--- config.mk ---
export PLATFORM = sky130hd
export DESIGN_NAME = serial_rx_fifo_realtime_filter_flat
export DESIGN_NICKNAME = d
export VERILOG_FILES = /design/src/design/rtf_pkg.sv /design/src/design/rtf_if.sv /design/src/design/rtf_ram.sv /design/src/design/rtf_match_cell.sv /design/src/design/serial_rx_fifo_realtime_filter.sv /design/src/flat_wrapper.sv
export SDC_FILE = /design/constraint.sdc
export NUM_CORES = 1
export LEC_CHECK = 0
export ABC_AREA = 1
export BUFFER_PORTS_ARGS = -buffer_cell sky130_fd_sc_hd__buf_2
export CORE_UTILIZATION = 44
export CTS_CLUSTER_DIAMETER = 40
export DETAILED_ROUTE_END_ITERATION = 10
export PLACE_DENSITY = 0.57
export REMOVE_ABC_BUFFERS = 1
export SKIP_CTS_REPAIR_TIMING = 1
export SYNTH_ARGS = -nofsm -noshare
export SYNTH_HDL_FRONTEND = slang
export SYNTH_SLANG_ARGS = --single-unit
--- constraint.sdc ---
create_clock -name clk -period 8.8 [get_ports clk]
set_input_delay 0.88 -clock clk [delete_from_list [all_inputs] [get_ports clk]]
set_output_delay 0.88 -clock clk [all_outputs]
set_load 0.01 [all_outputs]
--- src/design/rtf_pkg.sv ---
`timescale 1ns / 1ps
`default_nettype none
// ----------------------------------------------------------------------------
// rtf_pkg: shared types and constants
// Command codes, event codes, realtime matcher types and reset values for the
// serial receive filter.
// ----------------------------------------------------------------------------
package rtf_pkg;

  localparam int DEPTH_DEF = 128;
  localparam int BYTE_W    = 8;
  localparam int FILL_W    = 8;
  localparam int CFG_CNT   = 4;
  localparam int CFG_IDX_W = 2;

  typedef logic [BYTE_W-1:0]    byte_t;
  typedef logic [FILL_W-1:0]    fill_t;
  typedef logic [CFG_IDX_W-1:0] cfg_idx_t;
  typedef logic [1:0]           cmd_t;

  // command codes carried by a transaction
  localparam cmd_t CMD_RX    = 2'd0;
  localparam cmd_t CMD_READ  = 2'd1;
  localparam cmd_t CMD_FLUSH = 2'd2;

  // configuration register indexes
  localparam cfg_idx_t CFG_STATUS = 2'd0;
  localparam cfg_idx_t CFG_START  = 2'd1;
  localparam cfg_idx_t CFG_HOLD   = 2'd2;
  localparam cfg_idx_t CFG_RESET  = 2'd3;

  typedef enum logic [2:0] {
    EV_NONE    = 3'd0,
    EV_STORED  = 3'd1,
    EV_DROPPED = 3'd2,
    EV_STATUS  = 3'd3,
    EV_START   = 3'd4,
    EV_HOLD    = 3'd5,
    EV_RESET   = 3'd6
  } ev_t;

  // realtime character reset values, in register order
  localparam byte_t RST_STATUS_CHAR = 8'd63;
  localparam byte_t RST_START_CHAR  = 8'd126;
  localparam byte_t RST_HOLD_CHAR   = 8'd33;
  localparam byte_t RST_RESET_CHAR  = 8'd24;

  // match result handed from cell to cell
  typedef struct packed {
    logic hit;
    ev_t  ev;
  } match_t;

endpackage
`default_nettype wire

--- src/design/rtf_if.sv ---
`timescale 1ns / 1ps
`default_nettype none
// ----------------------------------------------------------------------------
// rtf_if: channel interfaces
// Valid/ready channels for command transactions and result transactions.
// ----------------------------------------------------------------------------
interface rtf_in_if;
  logic           valid;
  logic           ready;
  rtf_pkg::cmd_t  cmd;
  rtf_pkg::byte_t rx_byte;

  modport source (output valid, output cmd, output rx_byte, input ready);
  modport sink   (input valid, input cmd, input rx_byte, output ready);
endinterface

interface rtf_out_if;
  logic           valid;
  logic           ready;
  rtf_pkg::ev_t   event_res;
  rtf_pkg::byte_t read_data;
  logic           read_valid;
  rtf_pkg::fill_t fill_level;

  modport source (output valid, output event_res, output read_data,
                  output read_valid, output fill_level, input ready);
  modport sink   (input valid, input event_res, input read_data,
                  input read_valid, input fill_level, output ready);
endinterface
`default_nettype wire

--- src/design/rtf_ram.sv ---
`timescale 1ns / 1ps
`default_nettype none
// ----------------------------------------------------------------------------
// rtf_ram: generic single-port-write, single-port-read RAM
// One write and one registered read per cycle.
// ----------------------------------------------------------------------------
module rtf_ram #(
  parameter int WIDTH = 8,
  parameter int DEPTH = 128
) (
  input  wire logic                     clk,
  input  wire logic                     wr_en,
  input  wire logic [$clog2(DEPTH)-1:0] wr_addr,
  input  wire logic [WIDTH-1:0]         wr_data,
  input  wire logic                     rd_en,
  input  wire logic [$clog2(DEPTH)-1:0] rd_addr,
  output      logic [WIDTH-1:0]         rd_data
);

  logic [WIDTH-1:0] mem_r [DEPTH];

  always_ff @(posedge clk) begin
    if (wr_en) begin
      mem_r[wr_addr] <= wr_data;
    end
    if (rd_en) begin
      rd_data <= mem_r[rd_addr];
    end
  end

endmodule
`default_nettype wire

--- src/design/rtf_match_cell.sv ---
`timescale 1ns / 1ps
`default_nettype none
// ----------------------------------------------------------------------------
// rtf_match_cell: one realtime character matcher
// Holds one configured character; passes an upstream hit through, otherwise
// reports its own event when the byte matches.
// ----------------------------------------------------------------------------
module rtf_match_cell #(
  parameter rtf_pkg::cfg_idx_t CELL_IDX = '0,
  parameter rtf_pkg::byte_t    RST_CHAR = '0,
  parameter rtf_pkg::ev_t      CELL_EV  = rtf_pkg::EV_NONE
) (
  input  wire logic              clk,
  input  wire logic              rst_n,
  input  wire logic              cfg_we,
  input  wire rtf_pkg::cfg_idx_t cfg_index,
  input  wire rtf_pkg::byte_t    cfg_data,
  input  wire rtf_pkg::byte_t    rx_byte,
  input  wire rtf_pkg::match_t   match_up,
  output      rtf_pkg::match_t   match_dn
);
  import rtf_pkg::*;

  byte_t char_r;

  always_ff @(posedge clk) begin
    if (!rst_n) begin
      char_r <= RST_CHAR;
    end else if (cfg_we && (cfg_index == CELL_IDX)) begin
      char_r <= cfg_data;
    end
  end

  // earlier cell wins on equal characters
  always_comb begin
    if (match_up.hit) begin
      match_dn = match_up;
    end else if (rx_byte == char_r) begin
      match_dn = '{hit: 1'b1, ev: CELL_EV};
    end else begin
      match_dn = '{hit: 1'b0, ev: EV_NONE};
    end
  end

endmodule
`default_nettype wire

--- src/design/serial_rx_fifo_realtime_filter.sv ---
`timescale 1ns / 1ps
`default_nettype none
// ----------------------------------------------------------------------------
// serial_rx_fifo_realtime_filter: serial receive buffer with realtime filter
// Receive bytes pass a row of four matcher cells; realtime characters turn
// into events, all other bytes go into a ring buffer of DEPTH-1 entries.
// ----------------------------------------------------------------------------
// usage:
//   in_rx   : command transactions (cmd = receive byte / read / flush)
//   out_res : one result transaction per command (event, popped byte,
//             read flag, fill level after the command)
//   cfg_*   : write port for the four realtime characters, write only
//             while no transaction is in flight
// timing:
//   a command is taken when the block holds no command in flight; pointers
//   update in the accept cycle, the ring buffer RAM returns read data in the
//   next cycle and the result lands in the output register after that; a
//   new command is taken only once the previous one has left the in-flight
//   stage for the output register
// stall:
//   while out_res is stalled the output register holds; one more command
//   may complete into the internal stage, then in_rx.ready stays low
// reset:
//   rst_n (synchronous) empties the buffer, restores the default realtime
//   characters and drops any transaction in flight; RAM contents are not
//   cleared, an empty buffer never reads them
// ----------------------------------------------------------------------------
module serial_rx_fifo_realtime_filter #(
  parameter int DEPTH = rtf_pkg::DEPTH_DEF
) (
  input  wire logic              clk,
  input  wire logic              rst_n,
  rtf_in_if.sink                 in_rx,
  rtf_out_if.source              out_res,
  input  wire logic              cfg_we,
  input  wire rtf_pkg::cfg_idx_t cfg_index,
  input  wire rtf_pkg::byte_t    cfg_data
);
  import rtf_pkg::*;

  localparam int PTR_W = $clog2(DEPTH);
  localparam logic [PTR_W:0]   DEPTH_V = (PTR_W+1)'(DEPTH);
  localparam logic [PTR_W-1:0] PTR_MAX = PTR_W'(DEPTH - 1);

  typedef logic [PTR_W-1:0] ptr_t;

  // advance a pointer around the ring
  function automatic ptr_t wrap_next(input ptr_t p);
    if (p == PTR_MAX) begin
      return '0;
    end
    return p + 1'b1;
  endfunction

  // ---- realtime matcher chain ----
  localparam byte_t    CELL_RST [CFG_CNT] = '{RST_STATUS_CHAR, RST_START_CHAR,
                                              RST_HOLD_CHAR, RST_RESET_CHAR};
  localparam ev_t      CELL_EVS [CFG_CNT] = '{EV_STATUS, EV_START, EV_HOLD, EV_RESET};
  localparam cfg_idx_t CELL_IDS [CFG_CNT] = '{CFG_STATUS, CFG_START, CFG_HOLD, CFG_RESET};

  match_t chain [CFG_CNT+1];

  assign chain[0] = '{hit: 1'b0, ev: EV_NONE};

  for (genvar i = 0; i < CFG_CNT; i++) begin : g_cell
    rtf_match_cell #(
      .CELL_IDX (CELL_IDS[i]),
      .RST_CHAR (CELL_RST[i]),
      .CELL_EV  (CELL_EVS[i])
    ) u_cell (
      .clk       (clk),
      .rst_n     (rst_n),
      .cfg_we    (cfg_we),
      .cfg_index (cfg_index),
      .cfg_data  (cfg_data),
      .rx_byte   (in_rx.rx_byte),
      .match_up  (chain[i]),
      .match_dn  (chain[i+1])
    );
  end

  // ---- pointers and command decode ----
  ptr_t  wp_r, wp_nxt;
  ptr_t  rp_r, rp_nxt;
  logic  busy_r, busy_nxt;
  ev_t   st_ev_r, st_ev_nxt;
  logic  st_rvalid_r, st_rvalid_nxt;
  fill_t st_fill_r, st_fill_nxt;

  logic  accept;
  logic  move;
  logic  ram_we;
  logic  ram_re;
  byte_t ram_rd_data;
  ptr_t  wp_inc;
  logic [PTR_W:0] lvl;

  assign accept = in_rx.valid && in_rx.ready;
  assign wp_inc = wrap_next(wp_r);

  always_comb begin
    wp_nxt        = wp_r;
    rp_nxt        = rp_r;
    ram_we        = 1'b0;
    ram_re        = 1'b0;
    st_ev_nxt     = EV_NONE;
    st_rvalid_nxt = 1'b0;
    if (accept) begin
      unique case (in_rx.cmd)
        CMD_RX: begin
          if (chain[CFG_CNT].hit) begin
            st_ev_nxt = chain[CFG_CNT].ev;
            if (chain[CFG_CNT].ev == EV_RESET) begin
              wp_nxt = '0;
              rp_nxt = '0;
            end
          end else if (wp_inc != rp_r) begin
            ram_we    = 1'b1;
            wp_nxt    = wp_inc;
            st_ev_nxt = EV_STORED;
          end else begin
            st_ev_nxt = EV_DROPPED;
          end
        end
        CMD_READ: begin
          if (wp_r != rp_r) begin
            ram_re        = 1'b1;
            st_rvalid_nxt = 1'b1;
            rp_nxt        = wrap_next(rp_r);
          end
        end
        CMD_FLUSH: begin
          rp_nxt = wp_r;
        end
        default: begin
          // unused code: no effect
        end
      endcase
    end
  end

  // fill level after this command
  always_comb begin
    if (wp_nxt >= rp_nxt) begin
      lvl = {1'b0, wp_nxt} - {1'b0, rp_nxt};
    end else begin
      lvl = {1'b0, wp_nxt} + DEPTH_V - {1'b0, rp_nxt};
    end
    st_fill_nxt = FILL_W'(lvl);
  end

  // ---- ring buffer storage ----
  rtf_ram #(
    .WIDTH (BYTE_W),
    .DEPTH (DEPTH)
  ) u_ram (
    .clk     (clk),
    .wr_en   (ram_we),
    .wr_addr (wp_r),
    .wr_data (in_rx.rx_byte),
    .rd_en   (ram_re),
    .rd_addr (rp_r),
    .rd_data (ram_rd_data)
  );

  // ---- in-flight stage and output register ----
  logic  out_valid_r, out_valid_nxt;
  ev_t   out_ev_r;
  byte_t out_data_r;
  logic  out_rvalid_r;
  fill_t out_fill_r;

  // stage moves to the output register once that slot frees up
  assign move = busy_r && (!out_valid_r || out_res.ready);

  always_comb begin
    busy_nxt = busy_r;
    if (accept) begin
      busy_nxt = 1'b1;
    end else if (move) begin
      busy_nxt = 1'b0;
    end
  end

  always_comb begin
    out_valid_nxt = out_valid_r;
    if (move) begin
      out_valid_nxt = 1'b1;
    end else if (out_res.ready) begin
      out_valid_nxt = 1'b0;
    end
  end

  always_ff @(posedge clk) begin
    if (!rst_n) begin
      wp_r        <= '0;
      rp_r        <= '0;
      busy_r      <= 1'b0;
      out_valid_r <= 1'b0;
    end else begin
      wp_r        <= wp_nxt;
      rp_r        <= rp_nxt;
      busy_r      <= busy_nxt;
      out_valid_r <= out_valid_nxt;
    end
  end

  // payload registers, no reset needed
  always_ff @(posedge clk) begin
    if (accept) begin
      st_ev_r     <= st_ev_nxt;
      st_rvalid_r <= st_rvalid_nxt;
      st_fill_r   <= st_fill_nxt;
    end
    if (move) begin
      out_ev_r     <= st_ev_r;
      out_data_r   <= st_rvalid_r ? ram_rd_data : '0;
      out_rvalid_r <= st_rvalid_r;
      out_fill_r   <= st_fill_r;
    end
  end

  // ---- channel hookup ----
  assign in_rx.ready        = !busy_r;
  assign out_res.valid      = out_valid_r;
  assign out_res.event_res  = out_ev_r;
  assign out_res.read_data  = out_data_r;
  assign out_res.read_valid = out_rvalid_r;
  assign out_res.fill_level = out_fill_r;

endmodule
`default_nettype wire

--- src/flat_wrapper.sv ---
// flat-port wrapper written by rule: the top's interface ports become plain ports
module serial_rx_fifo_realtime_filter_flat import rtf_pkg::*;
#(
  parameter int DEPTH = rtf_pkg::DEPTH_DEF
)
  (clk, rst_n, cfg_we, cfg_index, cfg_data, in_rx_valid, in_rx_cmd, in_rx_rx_byte, in_rx_ready, out_res_valid, out_res_event_res, out_res_read_data, out_res_read_valid, out_res_fill_level, out_res_ready);
  rtf_in_if in_rx_i ();
  rtf_out_if out_res_i ();
  input  wire logic clk;
  input  wire logic rst_n;
  input  wire logic cfg_we;
  input  wire rtf_pkg::cfg_idx_t cfg_index;
  input  wire rtf_pkg::byte_t cfg_data;
  input wire logic [$bits(in_rx_i.valid)-1:0] in_rx_valid;
  input wire logic [$bits(in_rx_i.cmd)-1:0] in_rx_cmd;
  input wire logic [$bits(in_rx_i.rx_byte)-1:0] in_rx_rx_byte;
  output wire logic [$bits(in_rx_i.ready)-1:0] in_rx_ready;
  output wire logic [$bits(out_res_i.valid)-1:0] out_res_valid;
  output wire logic [$bits(out_res_i.event_res)-1:0] out_res_event_res;
  output wire logic [$bits(out_res_i.read_data)-1:0] out_res_read_data;
  output wire logic [$bits(out_res_i.read_valid)-1:0] out_res_read_valid;
  output wire logic [$bits(out_res_i.fill_level)-1:0] out_res_fill_level;
  input wire logic [$bits(out_res_i.ready)-1:0] out_res_ready;
  assign in_rx_i.valid = in_rx_valid;
  assign in_rx_i.cmd = in_rx_cmd;
  assign in_rx_i.rx_byte = in_rx_rx_byte;
  assign in_rx_ready = in_rx_i.ready;
  assign out_res_valid = out_res_i.valid;
  assign out_res_event_res = out_res_i.event_res;
  assign out_res_read_data = out_res_i.read_data;
  assign out_res_read_valid = out_res_i.read_valid;
  assign out_res_fill_level = out_res_i.fill_level;
  assign out_res_i.ready = out_res_ready;
  serial_rx_fifo_realtime_filter #(.DEPTH(DEPTH)) u_core (.clk(clk), .rst_n(rst_n), .in_rx(in_rx_i), .out_res(out_res_i), .cfg_we(cfg_we), .cfg_index(cfg_index), .cfg_data(cfg_data));
endmodule
* After elaboration in Yosys (flattened, before gate mapping)
Memories as Yosys holds them, arrays and structs flattened. A register that Yosys moved wholly into a read port is not among the register bits.
Cells that the tools add are included.
** Operators by class
- Add/sub/neg operators :: 5
- $lt $le $gt $ge :: 1
- Equal/unequal tests :: 14
- Muxes and demuxes :: 42
- Reduce and logical (&&, ||, !) cells :: 13
** Operators with widths (count)
- two-way mux 7 bit :: 13
- == test 8 bit :: 4
- two-way mux 4 bit :: 7
- case mux 7 bit (3 select lines) :: 1
- two-way mux 1 bit :: 18
- adder 7 x 1 -> 7 bit, second input constant :: 2
- == test 7 bit, second input constant :: 2
- != test 7 bit :: 2
- adder 7 x 8 -> 8 bit, second input constant :: 1
- two-way mux 8 bit :: 1
- subtractor 7 x 7 -> 8 bit :: 1
- subtractor 8 x 7 -> 8 bit :: 1
- greater-or-equal comparator 7 bit :: 1
- == test 2 bit, second input constant :: 3
- logical AND 1 bit :: 6
- == test 2 x 1 -> 1 bit, second input constant :: 2
- logical NOT 2 bit :: 2
- nonzero test 2 bit :: 2
- == test 3 bit, second input constant :: 1
- two-way mux 3 bit :: 1
- logical NOT 1 bit :: 2
- two-way mux 2 bit :: 1
- logical OR 1 bit :: 1
** Word-level totals
- Bits in registers :: 80
- Bits in writable memories :: 1024
- Bits of input ports :: 25
- Output and inout port bits :: 22
- Logic and storage cells :: 91
- Memories :: 1
** Memory list
- u_core.u_ram.mem_r :: depth 128, width 8, rd ports 1, clocked after memory_dff 1, wr ports 1, RTL line rtf_ram.sv:20 : logic [WIDTH-1:0] mem_r [DEPTH];

* Depth between registers and ports, before layout
Gate-level depths: netlist of run 1.
- Word-level depth :: 13
- Mapped depth :: 25

* Modules after synthesis
From an unflattened synthesis of run 1, not the netlist that was laid out.
** Second synthesis, totals
- Cell total of the unflattened synthesis :: 4226
- Area total of the unflattened synthesis :: 46977.6 µm²
** Modules (own cells, without submodules)
- rtf_ram :: instances 1, cells each 3575, area each 42184.2 µm², sequential area each 30989.7 µm²
- serial_rx_fifo_realtime_filter :: instances 1, cells each 361, area each 2930.3 µm², sequential area each 1281.2 µm²
- rtf_match_cell at u_core.g_cell[1].u_cell :: instances 1, cells each 75, area each 489.2 µm², sequential area each 160.2 µm²
- rtf_match_cell at u_core.g_cell[2].u_cell :: instances 1, cells each 71, area each 461.7 µm², sequential area each 160.2 µm²
- rtf_match_cell at u_core.g_cell[3].u_cell :: instances 1, cells each 72, area each 456.7 µm², sequential area each 160.2 µm²
- rtf_match_cell at u_core.g_cell[0].u_cell :: instances 1, cells each 72, area each 455.4 µm², sequential area each 160.2 µm²

* Least setup slack after synthesis of run 1
No wires, ideal clock.
- Kind :: input to register
- Start point :: in in_rx_valid
- End point :: reg u_core.st_fill_r[7] (data pin)
- Library setup time :: 0.255 ns
- Arrival :: 3.592 ns
- Data required time :: 8.545 ns
- Path slack :: 4.953 ns
- Stages :: 14
- Path buffers :: 0
- Path through :: inv_1 nor2_1 inv_1 nor2_1 nand3_1 and2_1 ha_1 fa_1 o21ai_0 a21oi_1 o21ai_0 o21ai_0 nor2_1 nor3b_1
** Between the ends
- Longest elaborated chain between the ends :: 5
** RTL lines
- start: declaration :: RTL line flat_wrapper.sv:14 : input wire logic [$bits(in_rx_i.valid)-1:0] in_rx_valid;
- logical AND 1 bit (*) :: RTL line serial_rx_fifo_realtime_filter.sv:98 : assign accept = in_rx.valid && in_rx.ready;
- named net u_core.accept :: RTL line serial_rx_fifo_realtime_filter.sv:90 : logic accept;
- two-way mux 7 bit :: RTL line serial_rx_fifo_realtime_filter.sv:108 : if (accept) begin
- adder 7 x 8 -> 8 bit :: RTL line serial_rx_fifo_realtime_filter.sv:147 : lvl = {1'b0, wp_nxt} + DEPTH_V - {1'b0, rp_nxt};
- subtractor 8 x 7 -> 8 bit :: RTL line serial_rx_fifo_realtime_filter.sv:147
- two-way mux 8 bit (*) :: RTL line serial_rx_fifo_realtime_filter.sv:144 : if (wp_nxt >= rp_nxt) begin
- named net u_core.lvl[7] :: RTL line serial_rx_fifo_realtime_filter.sv:96 : logic [PTR_W:0] lvl;
- end signal: assignment :: RTL line serial_rx_fifo_realtime_filter.sv:213 : st_fill_r <= st_fill_nxt;
- end: declaration :: RTL line serial_rx_fifo_realtime_filter.sv:88 : fill_t st_fill_r, st_fill_nxt;
The timed path passes the listed nets; every way through them passes the cells marked *.
A chain may end at the register's enable or synchronous reset.

* Worst setup path in the final report of run 1
- Start point :: reg u_core.rp_r[0]
- End point :: reg u_core.st_fill_r[7] (data pin)
** Between the ends
- Longest elaborated chain between the ends :: 11
** RTL lines
- start: declaration :: RTL line serial_rx_fifo_realtime_filter.sv:84 : ptr_t rp_r, rp_nxt;
- start signal: assignment :: RTL line serial_rx_fifo_realtime_filter.sv:202 : rp_r <= rp_nxt;
- == test 7 bit :: RTL line serial_rx_fifo_realtime_filter.sv:49 : if (p == PTR_MAX) begin
- two-way mux 1 bit :: RTL line serial_rx_fifo_realtime_filter.sv:49
- two-way mux 1 bit :: RTL line serial_rx_fifo_realtime_filter.sv:126 : if (wp_r != rp_r) begin
- two-way mux 1 bit :: RTL line serial_rx_fifo_realtime_filter.sv:109 : unique case (in_rx.cmd)
- two-way mux 1 bit :: RTL line serial_rx_fifo_realtime_filter.sv:108
- two-way mux 7 bit :: RTL line serial_rx_fifo_realtime_filter.sv:52 : return p + 1'b1;
- two-way mux 7 bit :: RTL line serial_rx_fifo_realtime_filter.sv:126
- case mux 7 bit (3 select lines) :: RTL line serial_rx_fifo_realtime_filter.sv:109
- two-way mux 7 bit (*) :: RTL line serial_rx_fifo_realtime_filter.sv:108
- named net u_core.rp_nxt[0] :: RTL line serial_rx_fifo_realtime_filter.sv:84
- subtractor 8 x 7 -> 8 bit, or another cell as far along :: RTL line serial_rx_fifo_realtime_filter.sv:147
- two-way mux 8 bit (*) :: RTL line serial_rx_fifo_realtime_filter.sv:144
- named net u_core.lvl[7] :: RTL line serial_rx_fifo_realtime_filter.sv:96
The timed path passes the listed nets; every way through them passes the cells marked *. The select of a mux whose other input is x is not followed.

==> results of run 1 <==
cell type report:
cell class                 instances  area share [%]
multi-input combinational       2374            21.9
timing repair buffer              83            1.09
clock buffer                     166            7.27
antenna                            1         0.00483
inverter                         111           0.835
sequential                      1112            63.5
clock inverter                    95            2.12
tap                             1368            3.30
placed cells by master (no fill, tap or decap), types with 8 or more instances in the layout:
cell        count
o21ai_0       266
clkinv_2       20
nor3_1         69
ha_1            9
bufinv_16      18
o211ai_1       72
o22ai_1       106
inv_2          10
clkinvlp_4      9
clkinv_1       20
clkbuf_1       18
inv_6          10
clkinv_4       12
buf_2          38
buf_4          40
dfxtp_1        44
nand4_1         8
inv_1          94
xnor2_1        18
nand3_1       181
nand2_1       872
mux2i_1        64
clkbuf_16     148
edfxtp_1     1064
a21oi_1       256
xor2_1         16
nor2_1        403
power groups by stage:
| stage | combinational (W) | clock, W | sequential, W |
|---|---|---|---|
| after CTS | 0.000750 | 0.00599 | 0.00586 |
| after global placement | 0.000749 | 0 | 0.00597 |
| final | 0.000752 | 0.00592 | 0.00586 |
| after global routing | 0.000821 | 0.00619 | 0.00586 |
| after floorplan | 0.000431 | 0 | 0.00601 |
| after detailed placement | 0.000748 | 0 | 0.00597 |
cell families after synthesis:
logic type / count (synthesis) / share of synthesized area [%]
compound gates: 709 / 8.49
xor+xnor: 34 / 0.653
fa+ha+maj: 10 / 0.291
simple gates: 1557 / 14.0
buf+inv: 340 / 3.02
flops: 1112 / 72.1
mux: 64 / 1.40
final timing paths:
kind / from / to / slack, ns / cells past startpoint
worst min-delay path: in_rx_valid / u_core.busy_r / 0.41 / 3
worst max-delay path: u_core.rp_r[0] / u_core.st_fill_r[7] / 4.19 / 19
worst min register to register: u_core.st_fill_r[6] / u_core.out_res.fill_level[6] / 0.42 / 0
worst max register to register: u_core.rp_r[0] / u_core.st_fill_r[7] / 4.19 / 19
state kept, by name, summed over array words and instances, names as in the netlist, 7 cells and up:
register                     cells
u_core.st_fill_r                 8
u_core.out_res.read_data         8
u_core.g_cell.u_cell.char_r     32
u_core.wp_r                      7
u_core.u_ram.mem_r            1024
u_core.out_res.fill_level        8
u_core.u_ram.rd_data             8
u_core.rp_r                      7
metal layers:
layer / wire, um / up-vias / track usage [%] / share of wire [%]
met5: 0 / - / 0 / 0
met4: 3470 / 0 / 8.36 / 2.8
met3: 8870 / 220 / 3.53 / 7.0
met2: 58100 / 1190 / 37.9 / 46
met1: 55500 / 14600 / 34.2 / 44
li1: - / 13700 / - / -
worst max-delay path, delay by kind of cell (launching register included):
kind            cells  cell delay, ns
compound gates      5            0.87
fa+ha+maj           3            0.94
buf+inv             2            0.69
flops               1            0.72
simple gates        9            1.10
through the flow:
step,hold slack (ns),setup slack (ns),cell area (um2),std cells,utilization (%)
floorplan,0.400,-14.73,44700,3597,-
global placement,0.403,3.72,47000,5048,45.9
detailed placement,0.406,3.68,47000,5048,45.9
CTS,0.371,4.23,51800,5309,50.7
global route,0.399,3.72,51800,5309,50.7
finish,0.406,4.19,51800,5310,50.7
==> run metrics, run 1 <==
outcome finished clean; CTS tree done; TNS Setup 0 ns; Post-route DRC 0; Max FO, Critical Path 184; DRT Pass-1 Iters 6; Total Routed Length 126000 um; critical path launch point type flip-flop; PortBufs 46; gr usage total between 20 and 25%; Die ar. roughly 100000 um2; dominant cell by count in the synthesized netlist edfxtp_1; area share of the largest cell type after synthesis about 70%; Max transition margin 20.2%; Initial DRC Count between 3000 and 4000; post-synthesis sequential area ratio 72.1%; Layout area overhead 13.6%; initial core utilization 44.6%; first-pass GRT wire length 184000 um; Root Buffer clkbuf_16; Crit path top cell by count nand2_1; Min-Delay Path Class in2reg; vias in the first global route 28800; largest net degree at the start of global routing between 150 and 200; worst-path cell chain buf_12 -> ha_1 -> nand3_1 -> nor2_1 -> nand2_1 -> nor2_1 -> o21ai_0 -> nand2_1 -> nand2_1 -> nand2_1 -> inv_1 -> ha_1 -> fa_1 -> o21ai_0 -> a21oi_1 -> o21ai_0 -> o21ai_0 -> nand2_1 -> nor3b_1; Slew Limit Fails 0; Clock Sinks 1112; EDFF count, synth 1064; total power after layout 0.0125 W; crit path kind reg2reg; RSZ-0062 raised after global routing no; slew at the pin closest to its max-slew limit roughly 1.2 ns; Die H between 300 and 400 um; Comb pwr share 6.0%; top cell type by total area after synthesis edfxtp_1; register bit total from synthesis roughly 1100; max_cap viols 0; Std-Cell Rows between 100 and 150; asr flop ratio synth 0%; Synth area leaders edfxtp_1 70%, nand2_1 7.2%, nor2_1 3.3%; Clk pwr share 47.2%; Synthesis Warnings 0; Fmax 217 MHz; area occupied by multi-input gates about 11000 um2; vias post-DR 29600; post-DR vias/cell approximately 5.6; H-tree levels 4; Sequential Area 32900 um2; final hold viol count 0; clk_lat worst skew 0.76 ns; Max Clock Skew 0.0309 ns; clock-pin slew on the worst setup and hold paths 0.06 ns; Syn Inst Count between 3000 and 4000; final worst-path cycle share 52.4%; CTS buffer count approximately 140; Critical-path top delay cell dfxtp_4; clock tree buffer depth 3; Leak Pwr 18.1 nW; CP arrival 5.19 ns; Final min period between 4 and 5 ns; Sequential Power Share 46.8%; Detail Route Antenna Nets 0; Final Wtd Congestion 0.869; CP peak stage delay 0.72 ns; Mapped Area 45600 um2; HPWL after DPL 73300 um; initial antenna violation count 1; CP required between 9 and 10 ns; Final Net Count a little under 4000; WL/cell ~24 um; Congestion Overflow GR 0; share of cells above drive strength 1 under 10%; Peak VDD IR 0.000162 V; Net Switching 0.00288 W; Pint between 0.009 and 0.01 W; Fillers 8899; Die Wd about 320 um; top cells by count, synth 1064 x edfxtp_1, 874 x nand2_1, 403 x nor2_1; CP endpoint kind flip-flop; # IOs 47; Synth cell types 39; Syn Area/Cell 11.9 um2; Power Density 242 nW/um2; Switching Share between 20% and 30%; dominant synthesized flop cell edfxtp_1; total core area 102000 um2; # setup viols final 0
(Power assumes the default switching activity.)
==> run 2: changes to the inputs <==
clock period = 4.3 ns   (was 8.8 ns; I/O delays follow)
==> run metrics, run 2 (synthesis results as in run 1) <==
CTS buffer count 146 (was 144); R2R depth 20 (was 19); final hold viol count 0 (unchanged); Std-Cell Rows 117 (unchanged); worst hold endpoint u_core.u_ram.mem_r[37][1] (was u_core.busy_r); Congestion Overflow GR 0 (unchanged); Leak Pwr 18.5 nW (was 18.1 nW); Top reg by flops u_core.u_ram.mem_r (unchanged); Detail Route Antenna Nets 0 (unchanged); CP delay by family, top simple AND/OR/NAND/NOR gates (unchanged); clock tree buffer depth 3 (unchanged); r2r setup slk 0.60 ns (was 4.19 ns); commonest cells after routing, fill and taps aside 1064 x edfxtp_1, 872 x nand2_1, 403 x nor2_1 (unchanged); Die H 324 um (unchanged); Max transition margin 25.1% (was 20.2%); first-pass GRT wire length 185000 um (was 184000 um); outcome finished clean (unchanged); Max FO, Critical Path 9 (was 184); Peak VDD IR 0.000475 V (was 0.000162 V); CP arrival 4.28 ns (was 5.19 ns); total power after layout 0.0258 W (was 0.0125 W); Final min period 3.70 ns (was 4.61 ns); # setup viols final 0 (unchanged); Slew Limit Fails 0 (unchanged); Fmax 270 MHz (was 217 MHz); Final Net Count 3932 (was 3861); TNS Setup 0 ns (unchanged); max reg flops 1024 (unchanged); Fillers 8798 (was 8899); critical path launch point type flip-flop (unchanged); Die ar. 105000 um2 (unchanged); Max Clock Skew 0.0309 ns (about the same); # IOs 47 (unchanged); initial core utilization 44.6% (unchanged); CP peak stage delay 0.58 ns (was 0.72 ns); post-DR vias/cell 5.52 (was 5.58); reg2reg start u_core.wp_r[3] (was u_core.rp_r[0]); HPWL after DPL 71000 um (was 73300 um); H-tree levels 4 (unchanged); top flop regs u_core.u_ram.mem_r x1024, u_core.g_cell.u_cell.char_r x32 (unchanged); slew at the pin closest to its max-slew limit 1.12 ns (was 1.20 ns); clock-pin slew on the worst setup and hold paths 0.06 ns (about the same); largest net degree at the start of global routing 155 (was 197); CTS tree done (unchanged); vias in the first global route 28800 (about the same); Power Density 491 nW/um2 (was 242 nW/um2); commonest non-fill, non-tap cell in the layout edfxtp_1 (unchanged); worst-path cell chain nand2_1 -> inv_2 -> nand3_1 -> nand2_1 -> nand2_1 -> nand2_1 -> nand3_1 -> nor2_1 -> nand3_1 -> nand2_1 -> nand3_1 -> and2_1 -> ha_1 -> fa_1 -> o21ai_0 -> a21oi_1 -> o21ai_0 -> o21ai_0 -> nand2_1 -> nor3b_1 (was buf_12 -> ha_1 -> nand3_1 -> nor2_1 -> nand2_1 -> nor2_1 -> o21ai_0 -> nand2_1 -> nand2_1 -> nand2_1 -> inv_1 -> ha_1 -> fa_1 -> o21ai_0 -> a21oi_1 -> o21ai_0 -> o21ai_0 -> nand2_1 -> nor3b_1); Buf+Inv Stages, Crit Path 1 (was 2); Hold Crit Depth 1 (was 3); Initial DRC Count 2858 (was 3219); Die Wd 324 um (unchanged); Critical-path top delay cell dfxtp_1 (was dfxtp_4); Final Wtd Congestion 0.876 (was 0.869); vias post-DR 29700 (was 29600); CP required 4.88 ns (was 9.38 ns); Clock Sinks 1112 (unchanged); WL/cell 23.2 um (was 23.7 um); share of cells above drive strength 1 10.3% (was 8.88%); Reg2Reg Capture Point u_core.st_fill_r[7] (unchanged); clk_lat worst skew 0.76 ns (about the same); PortBufs 46 (unchanged); crit path kind reg2reg (unchanged); max_cap viols 0 (unchanged); gr usage total 24.0% (was 24.1%); total core area 102000 um2 (unchanged); final worst-path cycle share 86.2% (was 52.4%); DRT Pass-1 Iters 8 (was 6); Root Buffer clkbuf_16 (unchanged); Post-route DRC 0 (unchanged); RSZ-0062 raised after global routing no (unchanged); initial antenna violation count 1 (unchanged); Crit path top cell by count nand2_1 (unchanged); CP endpoint kind flip-flop (unchanged); Total Routed Length 125000 um (was 126000 um); Layout area overhead 15.2% (was 13.6%); Min-Delay Path Class in2reg (unchanged); worst hold start in_rx_rx_byte[1] (was in_rx_valid)
[run 2: changes by cell type in the layout (fill, tap and decap cells not counted), moves of 2 or more]
cell           delta
buf_12            +8
clkinv_4          -2
inv_6             +4
clkinvlp_4        -2
buf_4            +50
clkbuf_1          -2
clkinv_2          +4
inv_8             -4
clkbuf_8          +2
inv_16            +5
dlygate4sd3_1    +11
[run 2: worst max-delay path by stage]
stage / to / start / cells after the start / slack, ns
after global routing: u_core.st_fill_r[7] / u_core.rp_r[5] / 18 / 0.18
after detailed placement: u_core.st_fill_r[7] / in_rx_rx_byte[1] / 20 / 0.53
after CTS: u_core.st_fill_r[7] / u_core.wp_r[3] / 20 / 0.64
final: u_core.st_fill_r[7] / u_core.wp_r[3] / 20 / 0.60
after global placement: u_core.st_fill_r[7] / in_rx_rx_byte[1] / 20 / 0.54
after floorplan: u_core.st_fill_r[7] / u_core.rp_r[0] / 18 / -19.23
[run 2: layout make-up]
class | instances | area (um2) | share of cell area (%)
tap | 1368 | 1710 | 3.26
inverter | 111 | 433 | 0.824
multi-input combinational | 2374 | 11300 | 21.6
clock inverter | 100 | 1160 | 2.21
timing repair buffer | 152 | 1210 | 2.30
clock buffer | 165 | 3770 | 7.17
antenna | 1 | 2.50 | 0.00476
sequential | 1112 | 32900 | 62.6
[run 2: worst register-to-register path, stage by stage, from the launching register on]
cell     delay [ns]
dfxtp_1        0.58
nand2_1        0.15
inv_2          0.19
nand3_1        0.09
nand2_1        0.09
nand2_1        0.07
nand2_1        0.11
nand3_1        0.08
nor2_1         0.18
nand3_1        0.09
nand2_1        0.09
nand3_1        0.09
and2_1         0.17
ha_1           0.22
fa_1           0.44
o21ai_0        0.17
a21oi_1        0.08
o21ai_0        0.24
o21ai_0        0.15
nand2_1        0.09
nor3b_1        0.17
[run 2: metrics by stage]
stage / instance area, um2 / utilization (%) / std cells / worst slack [ns] / hold WS, ns
floorplan: 44700 / - / 3597 / -19.23 / 0.400
global placement: 47500 / 46.4 / 5106 / 0.541 / 0.402
CTS: 52400 / 51.2 / 5371 / 0.643 / -0.0840
finish: 52600 / 51.4 / 5383 / 0.595 / 0.0507
detailed placement: 47500 / 46.4 / 5106 / 0.528 / 0.406
global route: 52600 / 51.4 / 5382 / 0.180 / 0.0310
[run 2: where the power goes]
part | internal [W] | leakage (nW) | switching [W]
Clock | 0.00743 | 2.40 | 0.00482
Sequential | 0.0119 | 9.97 | 0.0000402
Combinational | 0.000409 | 6.11 | 0.00116
[run 2: layer usage]
layer,track usage (%),share of wire (%)
met1,33.4,44
met3,4.26,6.4
met2,38.0,47
met4,7.68,2.6
met5,0,0
